==> config.mk <==
export PLATFORM = sky130hd
export DESIGN_NAME = gnntt_ctrl
export DESIGN_NICKNAME = d
export VERILOG_FILES = /design/src/gnntt_pkg.sv /design/src/gnntt_ctrl.sv
export SDC_FILE = /design/constraint.sdc
export NUM_CORES = 1
export LEC_CHECK = 0
export ABC_CLOCK_PERIOD_IN_PS = 3700
export BUFFER_PORTS_ARGS = -buffer_cell sky130_fd_sc_hd__buf_4
export CAP_MARGIN = 20
export CORE_UTILIZATION = 50
export CTS_CLUSTER_SIZE = 40
export DETAILED_ROUTE_END_ITERATION = 8
export GPL_TIMING_DRIVEN = 0
export PLACE_DENSITY = 0.87
export REMOVE_ABC_BUFFERS = 1
export SLEW_MARGIN = 20
export SYNTH_ARGS = -nofsm -noshare
export SYNTH_HDL_FRONTEND = slang
export SYNTH_SLANG_ARGS = --single-unit
export TNS_END_PERCENT = 100
==> constraint.sdc <==
create_clock -name clock -period 3.7 [get_ports clock]
set_input_delay 0.185 -clock clock [delete_from_list [all_inputs] [get_ports clock]]
set_output_delay 0.185 -clock clock [all_outputs]
set_load 0.02 [all_outputs]
==> src/gnntt_pkg.sv <==
// Shared types and constants of the gated nearest-neighbor track table.
package gnntt_pkg;

   localparam int CoordW = 24;
   localparam int TimeW  = 48;
   localparam int MissW  = 17;
   localparam int SqW    = 49;
   localparam int NumW   = 49;

   localparam logic [MissW-1:0]  MISS_MAX   = 17'h1FFFF;
   localparam logic [19:0]       US_PER_S   = 20'd1000000;
   localparam logic [31:0]       RECIP_TEN  = 32'hCCCCCCCD;
   localparam logic [NumW-1:0]   INST_LIM   = 49'h0000040000000;
   localparam logic [28:0]       VEL_POS_LIM = 29'd8388607;
   localparam logic [28:0]       VEL_NEG_LIM = 29'd8388608;
   localparam logic [CoordW-1:0] VEL_MAX    = 24'h7FFFFF;
   localparam logic [CoordW-1:0] VEL_MIN    = 24'h800000;
   localparam logic [19:0]       GATE_RESET  = 20'd2000;
   localparam logic [15:0]       LIMIT_RESET = 16'd5;

   typedef enum logic [1:0] {
      OP_FRAME_BEGIN = 2'd0,
      OP_DETECT      = 2'd1,
      OP_FRAME_END   = 2'd2,
      OP_UNUSED      = 2'd3
   } op_type;

   typedef enum logic [1:0] {
      ST_UPDATED = 2'd0,
      ST_BORN    = 2'd1,
      ST_FULL    = 2'd2,
      ST_UNUSED  = 2'd3
   } status_type;

   typedef enum logic [1:0] {
      REG_GATE   = 2'd0,
      REG_LIMIT  = 2'd1,
      REG_ENABLE = 2'd2,
      REG_NONE   = 2'd3
   } reg_index_type;

   typedef struct packed {
      logic [31:0]             id;
      logic [7:0]              cls;
      logic [2:0][CoordW-1:0]  pos;
      logic [2:0][CoordW-1:0]  vel;
      logic [15:0]             conf;
      logic [MissW-1:0]        missed;
      logic [TimeW-1:0]        last;
   } rec_type;

   typedef struct packed {
      logic [31:0]             track_id;
      logic [7:0]              cls;
      logic [2:0][CoordW-1:0]  pos;
      logic [2:0][CoordW-1:0]  vel;
      logic [15:0]             conf;
      logic [TimeW-1:0]        stamp;
      logic [1:0]              status;
   } res_type;

   typedef struct packed {
      logic take;
      logic sweep;
      logic scan;
      logic fetch;
      logic diff;
      logic mul;
      logic div_go;
      logic mix;
      logic recip;
      logic commit;
   } cmd_type;

   typedef struct packed {
      logic req_valid;
      logic go_sweep;
      logic go_scan;
      logic sweep_done;
      logic scan_done;
      logic found;
      logic div_done;
      logic out_free;
   } stat_type;

endpackage

==> src/gnntt_ctrl.sv <==
// Controller state machine that sequences sweeps, scans and the velocity update.
module gnntt_ctrl (
   input  logic                clock,
   input  logic                reset,
   input  gnntt_pkg::stat_type stat,
   output gnntt_pkg::cmd_type  cmd
);
   typedef enum logic [10:0] {
      S_IDLE     = 11'b00000000001,
      S_SWEEP    = 11'b00000000010,
      S_SCAN     = 11'b00000000100,
      S_FETCH    = 11'b00000001000,
      S_DIFF     = 11'b00000010000,
      S_MUL      = 11'b00000100000,
      S_DIV_GO   = 11'b00001000000,
      S_DIV_WAIT = 11'b00010000000,
      S_MIX      = 11'b00100000000,
      S_RECIP    = 11'b01000000000,
      S_COMMIT   = 11'b10000000000
   } state_type;

   state_type state_ff;
   state_type state_in;

   always_ff @(posedge clock) begin
      if (reset) begin
         state_ff <= S_IDLE;
      end else begin
         state_ff <= state_in;
      end
   end

   always_comb begin
      cmd      = '0;
      state_in = state_ff;
      case (state_ff)
         S_IDLE: begin
            cmd.take = 1'b1;
            if (stat.req_valid) begin
               // Disabled or unknown beats are taken and dropped here.
               if (stat.go_sweep) begin
                  state_in = S_SWEEP;
               end else if (stat.go_scan) begin
                  state_in = S_SCAN;
               end
            end
         end
         S_SWEEP: begin
            cmd.sweep = 1'b1;
            if (stat.sweep_done) begin
               state_in = S_IDLE;
            end
         end
         S_SCAN: begin
            cmd.scan = 1'b1;
            if (stat.scan_done) begin
               state_in = stat.found ? S_FETCH : S_COMMIT;
            end
         end
         S_FETCH: begin
            cmd.fetch = 1'b1;
            state_in  = S_DIFF;
         end
         S_DIFF: begin
            cmd.diff = 1'b1;
            state_in = S_MUL;
         end
         S_MUL: begin
            cmd.mul  = 1'b1;
            state_in = S_DIV_GO;
         end
         S_DIV_GO: begin
            cmd.div_go = 1'b1;
            state_in   = S_DIV_WAIT;
         end
         S_DIV_WAIT: begin
            if (stat.div_done) begin
               state_in = S_MIX;
            end
         end
         S_MIX: begin
            cmd.mix  = 1'b1;
            state_in = S_RECIP;
         end
         S_RECIP: begin
            cmd.recip = 1'b1;
            state_in  = S_COMMIT;
         end
         S_COMMIT: begin
            if (stat.out_free) begin
               cmd.commit = 1'b1;
               state_in   = S_IDLE;
            end
         end
         default: begin
            state_in = S_IDLE;
         end
      endcase
   end
endmodule

==> reports/qor.yml, run 1 <==
outcome:
  status: "completed"
final_layout:
  largest_reg_flops: 11
  nNetsFinal: 113
  multiInputGateArea_sq_um: 470
  top_regs: "state_ff (11)"
  antenna_cells: 0
  final-seq-area_sq_um: 220
  fill_cells: 113
  top_register: "state_ff"
  drive_above_1_share_pct: 32.4
  area_growth_syn_to_layout_pct: 25.8
sta:
  hold_viol_final: 0
  worst_slew_pin_slew_ns: 0.384
  finalClockSkew_ns: 0.00221
  fin_hold_ws_ns: 0.100
  finalSetupTns_ns: 0
  slew_headroom_pct: 74.1
  max_freq_mhz: 473
  fin_crit_sh_pct: 57.1
  maxSlewViolCount: 0
  fin_crit_ns: 2.11
  rsz0062_at_grt: "no"
  setup_viol: 0
floorplanning:
  core_area_sq_um: 1320
  ioPinCount: 20
  initial_core_util_pct: 54.4
  die_h_um: 39.9
  dieArea_sq_um: 1590
  fp.dieW_um: 39.9
  rows: 13
route:
  dr_total_vias: 709
  drt_first_pass_iters: 4
  vias_per_cell: 6.06
  ant_nets: 0
  wl_per_cell_um: 13.8
  drt-initial-drc-count: 20
  drc_errors: 0
  wl_um: 1620
logic_synthesis:
  seq_area_frac_synth_pct: 30.7
  synth_top_family_by_area: "simple AND/OR/NAND/NOR gates"
  ys_seq_elements: 11
  ys_types: 29
  async_flop_share_pct: 0
  synth.cell_area_sq_um: 717
  synthCells: 80
  avgSynthCellArea_sq_um: 8.96
  synth_mux_area_share_pct: 2.79
  synth-simple-area-share_pct: 44.5
  yosys_most_used_dff: "dfxtp_1"
  synthAdderAreaFrac_pct: 0
  ys_warn_count: 0
  synth_compound_area_share_pct: 14.7
  synth_edf_count: 0
  yosys.area_share.xor_xnor_pct: 3.66
cts:
  post_cts_resized: 0
  numCtsBuffers: 3
  postCtsHoldBufs: 0
  path_clk_slew_ns: 0.07
  postCtsSetupBuffers: 0
  clk_latency_ns: 0.27
  clockBufferDepth: 2
  cts_tree: "built"
  cts-root-buf: "clkbuf_4"
  cts_num_sinks: 11
  htree_levels: 1
critical_path:
  r2r-start: "state_ff[6]"
  cp-end-kind: "primary output"
  path_max_fanout: 6
  r2r_setup_slack_ns: 1.96
  critPathKind: "flop to primary output"
  crit_required_ns: 3.51
  reg2regPathDepth: 5
  worstPathArrival_ns: 1.93
  critPathLaunchType: "flop"
  r2r-end: "state_ff[0]"
power_and_ir_drop:
  vdd_ir_drop_max_v: 0.000323
  power_density_nw_per_um2: 484
  p_leak_nw: 0.372
worst_hold_path:
  min_from: "reset"
  whs_path_depth: 2
  hold_class: "input port to flop"
  min_to: "state_ff[1]"
placed_design:
  gp_congestion: 0.837
  hpwlAfterDp_um: 1290
  portBuffers: 19
global_routing:
  grt_pass1_wl_um: 2570
  gr-total-overflow: 0
  grt_usage_pct: 24.5
  grt_pass1_vias: 607
  grt_max_degree: 9
  antenna_found_initial: 0
run:
  drv_cap: 0
==> worst max-delay path by stage <==
stage	start	endpoint	slack, ns	cells after the start
3_3_place_gp	state_ff[6]	cmd[4]	1.92	5
2_1_floorplan	state_ff[6]	state_ff[4]	1.80	4
6_report	state_ff[3]	cmd[1]	1.59	4
5_1_grt	state_ff[3]	cmd[1]	1.47	4
3_5_place_dp	state_ff[3]	cmd[1]	1.88	4
4_1_cts	state_ff[6]	cmd[1]	1.58	4
==> per-stage QoR <==
step / instance area [sq um] / util [%] / total power [mW] / setup slack [ns] / instances
floorplan: 713 / - / 0.301 / 1.80 / 79
global placement: 875 / 66.4 / 0.349 / 1.92 / 113
detailed placement: 875 / 66.4 / 0.354 / 1.88 / 113
CTS: 902 / 68.5 / 0.436 / 1.58 / 117
global route: 902 / 68.5 / 0.468 / 1.47 / 117
finish: 902 / 68.5 / 0.436 / 1.59 / 117
==> synthesized netlist by cell type, types with 2 or more instances <==
library cell | n | area [sq um]
nor3_4 | 2 | 32.5
and3_1 | 2 | 12.5
nor4_1 | 2 | 12.5
o2111ai_1 | 2 | 17.5
o21ai_0 | 4 | 20.0
nand2_1 | 3 | 11.3
nor2_1 | 7 | 26.3
inv_1 | 6 | 22.5
nor4b_2 | 3 | 45.0
xor2_1 | 2 | 17.5
nor4b_1 | 3 | 26.3
nand4_1 | 4 | 25.0
nor3b_1 | 8 | 60.1
dfxtp_1 | 11 | 220
mux2i_1 | 2 | 20.0
nand3_1 | 5 | 25.0
a211oi_1 | 2 | 15.0
==> metal layers <==
layer / part of all wire (%) / GRT usage (%)
met1: 43 / 30.4
met3: 6.3 / 5.11
met5: 0 / 0
met2: 50 / 41.1
met4: 0.74 / 7.76
==> critical path, stage by stage (launching register included) <==
cell and delay, ns:
dfxtp_1 0.37, nor3_2 0.39, nand3_1 0.27, nor4b_2 0.42
buf_4 0.21
==> report_power, final <==
| part | internal [mW] | switching, mW | leakage (nW) |
|---|---|---|---|
| clock network | 0.0400 | 0.0441 | 0.0177 |
| registers | 0.130 | 0.0219 | 0.0892 |
| logic | 0.0895 | 0.111 | 0.265 |
==> cell type report <==
class,instances,share of cell area [%]
tap,15,2.08
inverter,6,2.50
clock buffer,3,2.50
timing repair buffer,19,15.8
sequential,11,24.4
multi-input combinational,62,52.1
clock inverter,1,0.555
==> cell usage in the layout (no fill, tap or decap), types with 3 or more instances in the layout <==
| master | n |
|---|---|
| dfxtp_1 | 11 |
| o21ai_0 | 4 |
| inv_1 | 6 |
| nor4b_2 | 3 |
| buf_4 | 19 |
| nand3_1 | 5 |
| nor2_1 | 7 |
| nand2_1 | 3 |
| nor3b_1 | 8 |
| nor4b_1 | 3 |
| clkbuf_4 | 3 |
| nand4_1 | 4 |
==> cell families after synthesis <==
kind of cell,count (synthesis)
and+or+nand+nor,44
buffers and inverters,7
xor gates and xnor gates,3
AOI/OAI and AO/OA,13
DFF,11
muxes,2
Note: power is estimated with default switching activity, not from simulation.
==> run 2: changes to the inputs <==
--- a/config.mk
+++ b/config.mk
@@ -5,14 +5,14 @@
 export SDC_FILE = /design/constraint.sdc
 export NUM_CORES = 1
 export LEC_CHECK = 0
-export ABC_CLOCK_PERIOD_IN_PS = 3700
+export ABC_CLOCK_PERIOD_IN_PS = 1730
 export BUFFER_PORTS_ARGS = -buffer_cell sky130_fd_sc_hd__buf_4
 export CAP_MARGIN = 20
-export CORE_UTILIZATION = 50
+export CORE_UTILIZATION = 45
 export CTS_CLUSTER_SIZE = 40
 export DETAILED_ROUTE_END_ITERATION = 8
 export GPL_TIMING_DRIVEN = 0
-export PLACE_DENSITY = 0.87
+export PLACE_DENSITY = 0.83
 export REMOVE_ABC_BUFFERS = 1
 export SLEW_MARGIN = 20
 export SYNTH_ARGS = -nofsm -noshare
==> constraint.sdc (replaced) <==
create_clock -name clock -period 1.73 [get_ports clock]
set_input_delay 0.0865 -clock clock [delete_from_list [all_inputs] [get_ports clock]]
set_output_delay 0.0865 -clock clock [all_outputs]
set_load 0.02 [all_outputs]
==> reports/qor.yml, run 2 (synthesis results as in run 1) <==
outcome:
  status: "finished, violations left"  # was completed
  violations: "setup timing"
final_layout:
  drive_above_1_share_pct: 60.0  # was 32.4%
  largest_reg_flops: 11  # unchanged
  final_cell_mix: "buf_4 (34), nor2_1 (7), nor3b_1 (6), dfxtp_2 (6)"  # was buf_4 (19), dfxtp_1 (11), nor3b_1 (8), nor2_1 (7), inv_1 (6)
  layout_commonest_cell: "buf_4"  # unchanged
  antenna_cells: 0  # unchanged
  area_growth_syn_to_layout_pct: 66.3  # was 25.8%
  design_area_sq_um: 1190  # was 902 sq um
  top_register: "state_ff"  # unchanged
  top_regs: "state_ff (11)"  # unchanged
  fill_cells: 89  # was 113
  nNetsFinal: 131  # was 113
sta:
  slew_headroom_pct: 74.2  # was 74.1%
  fin_crit_sh_pct: 106
  maxSlewViolCount: 0  # unchanged
  finalSetupTns_ns: -0.344  # was 0 ns
  hold_viol_final: 0  # unchanged
  worst_slew_pin_slew_ns: 0.383  # was 0.384 ns
  setup_slack_ns: -0.104  # was 1.59 ns
  setup_viol: 6  # was 0
  max_freq_mhz: 545
  finalClockSkew_ns: 0.000810  # was 0.00221 ns
  rsz0062_at_grt: "yes"  # was no
  fin_crit_ns: 1.83
critical_path:
  crit_required_ns: 1.64  # was 3.51 ns
  worstPathArrival_ns: 1.75  # was 1.93 ns
  path_max_fanout: 4  # was 6
  critPathKind: "flop to primary output"  # unchanged
  r2r_setup_slack_ns: 0.01  # was 1.96 ns
  r2r-end: "state_ff[1]"  # was state_ff[0]
  critPathLaunchType: "flop"  # unchanged
  reg2regPathDepth: 6  # was 5
  cp_slowest_cell: "dfxtp_4"  # was nor4b_2
  r2r-start: "state_ff[7]"  # was state_ff[6]
  max_stage_delay_ns: 0.36  # was 0.42 ns
  crit_path_frequent_cell: "buf_4"
  cp-end-kind: "primary output"  # unchanged
  crit_path_cell_trace: "nor3_4 > buf_4 > nand3_2 > nor4b_2 > buf_4"  # was nor3_2 > nand3_1 > nor4b_2 > buf_4
floorplanning:
  fp.dieW_um: 41.9  # was 39.9 um
  die_h_um: 41.9  # was 39.9 um
  core_area_sq_um: 1490  # was 1320 sq um
  initial_core_util_pct: 48.2  # was 54.4%
  ioPinCount: 20  # unchanged
  dieArea_sq_um: 1760  # was 1590 sq um
  rows: 14  # was 13
placed_design:
  pre_cts_ws_ns: -0.0125  # was 1.88 ns
  gp_congestion: 0.833  # was 0.837
  post_dp_cell_area_sq_um: 876  # was 875 sq um
  hpwlAfterDp_um: 1270  # was 1290 um
  portBuffers: 19  # unchanged
cts:
  cts-root-buf: "clkbuf_4"  # unchanged
  cts_num_sinks: 11  # unchanged
  htree_levels: 1  # unchanged
  clockBufferDepth: 2  # unchanged
  clk_latency_ns: 0.27  # about the same
  path_clk_slew_ns: 0.07  # about the same
  numCtsBuffers: 3  # unchanged
  cts_tree: "built"  # unchanged
route:
  drt-initial-drc-count: 27  # was 20
  ant_nets: 0  # unchanged
  vias_per_cell: 6.01  # was 6.06
  wl_um: 2300  # was 1620 um
  drt_first_pass_iters: 4  # unchanged
  dr_total_vias: 818  # was 709
  drc_errors: 0  # unchanged
  wl_per_cell_um: 16.9  # was 13.8 um
run:
  drv_cap: 0  # unchanged
power_and_ir_drop:
  vdd_ir_drop_max_v: 0.000792  # was 0.000323 V
  power_density_nw_per_um2: 963  # was 484 nW/um^2
  p_leak_nw: 0.483  # was 0.372 nW
global_routing:
  grt_pass1_vias: 727  # was 607
  antenna_found_initial: 0  # unchanged
  grt_max_degree: 9  # unchanged
  gr-total-overflow: 0  # unchanged
  grt_pass1_wl_um: 3420  # was 2570 um
  grt_usage_pct: 26.5  # was 24.5%
worst_hold_path:
  hold_class: "input port to flop"  # unchanged
  whs_path_depth: 3  # was 2
  min_to: "state_ff[3]"  # was state_ff[1]
  min_from: "stat[2]"  # was reset
run 2: cell types whose count changed in the layout (fill, tap and decap cells not counted), sizes merged:
cell / change
dlygate4sd3: +1
buf: +17
clkinv: -1
clkbuf: +1
run 2: worst max path at each step:
stage,cells after the start,slack [ns],to,startpoint
after floorplan,4,-0.17,state_ff[4],state_ff[6]
after global placement,5,0.03,state_ff[0],state_ff[6]
after detailed placement,5,-0.01,state_ff[1],state_ff[6]
after CTS,5,-0.04,cmd[4],state_ff[8]
after global routing,5,-0.17,cmd[3],state_ff[3]
final,5,-0.10,cmd[5],state_ff[7]
run 2: layer usage:
| metal | GRT usage [%] | part of all wire (%) |
|---|---|---|
| met5 | 0 | 0 |
| met4 | 14.8 | 2.9 |
| met3 | 5.65 | 6.6 |
| met2 | 45.3 | 53 |
| met1 | 30.4 | 38 |
run 2: where the power goes:
part           total [mW]  switching, mW  internal (mW)
clock network       0.182         0.0926         0.0895
logic               0.620          0.325          0.296
registers           0.346         0.0692          0.276
total                1.15          0.486          0.661
run 2: worst max-delay path, delay by kind of cell, from the launching register on:
family	cells	cell delay [ns]
and+or+nand+nor	3	0.75
buffers and inverters	2	0.37
DFF	1	0.36
run 2: stage by stage:
step | power, mW | hold WS [ns] | utilization, % | instances
after CTS | 1.02 | 0.00449 | 72.4 | 132
after global placement | 0.749 | 0.288 | 58.8 | 114
after floorplan | 0.645 | 0.159 | - | 79
final | 1.15 | 0.0380 | 80.1 | 136
after global routing | 1.22 | 0.0367 | 80.1 | 136
after detailed placement | 0.763 | 0.287 | 58.8 | 114
run 2: cell type report:
type | instances | area (sq um) | area share [%]
Multi-Input combinational cell | 62 | 589 | 49.4
Timing Repair Buffer | 37 | 288 | 24.1
Sequential cell | 11 | 246 | 20.7
Clock buffer | 4 | 26.3 | 2.20
Inverter | 6 | 22.5 | 1.89
Tap cell | 16 | 20.0 | 1.68
run 2: what timing repair did:
| item | 4_1_cts | 5_1_grt |
|---|---|---|
| setup endpoints to repair | 10 | 16 |
| resized for setup | 20 | 18 |
| hold buffers | 0 | 1 |
| pin swaps | 7 | 6 |
| hold endpoints to repair | 0 | 1 |
| cloned | 0 | 0 |
| setup buffers | 14 | 4 |
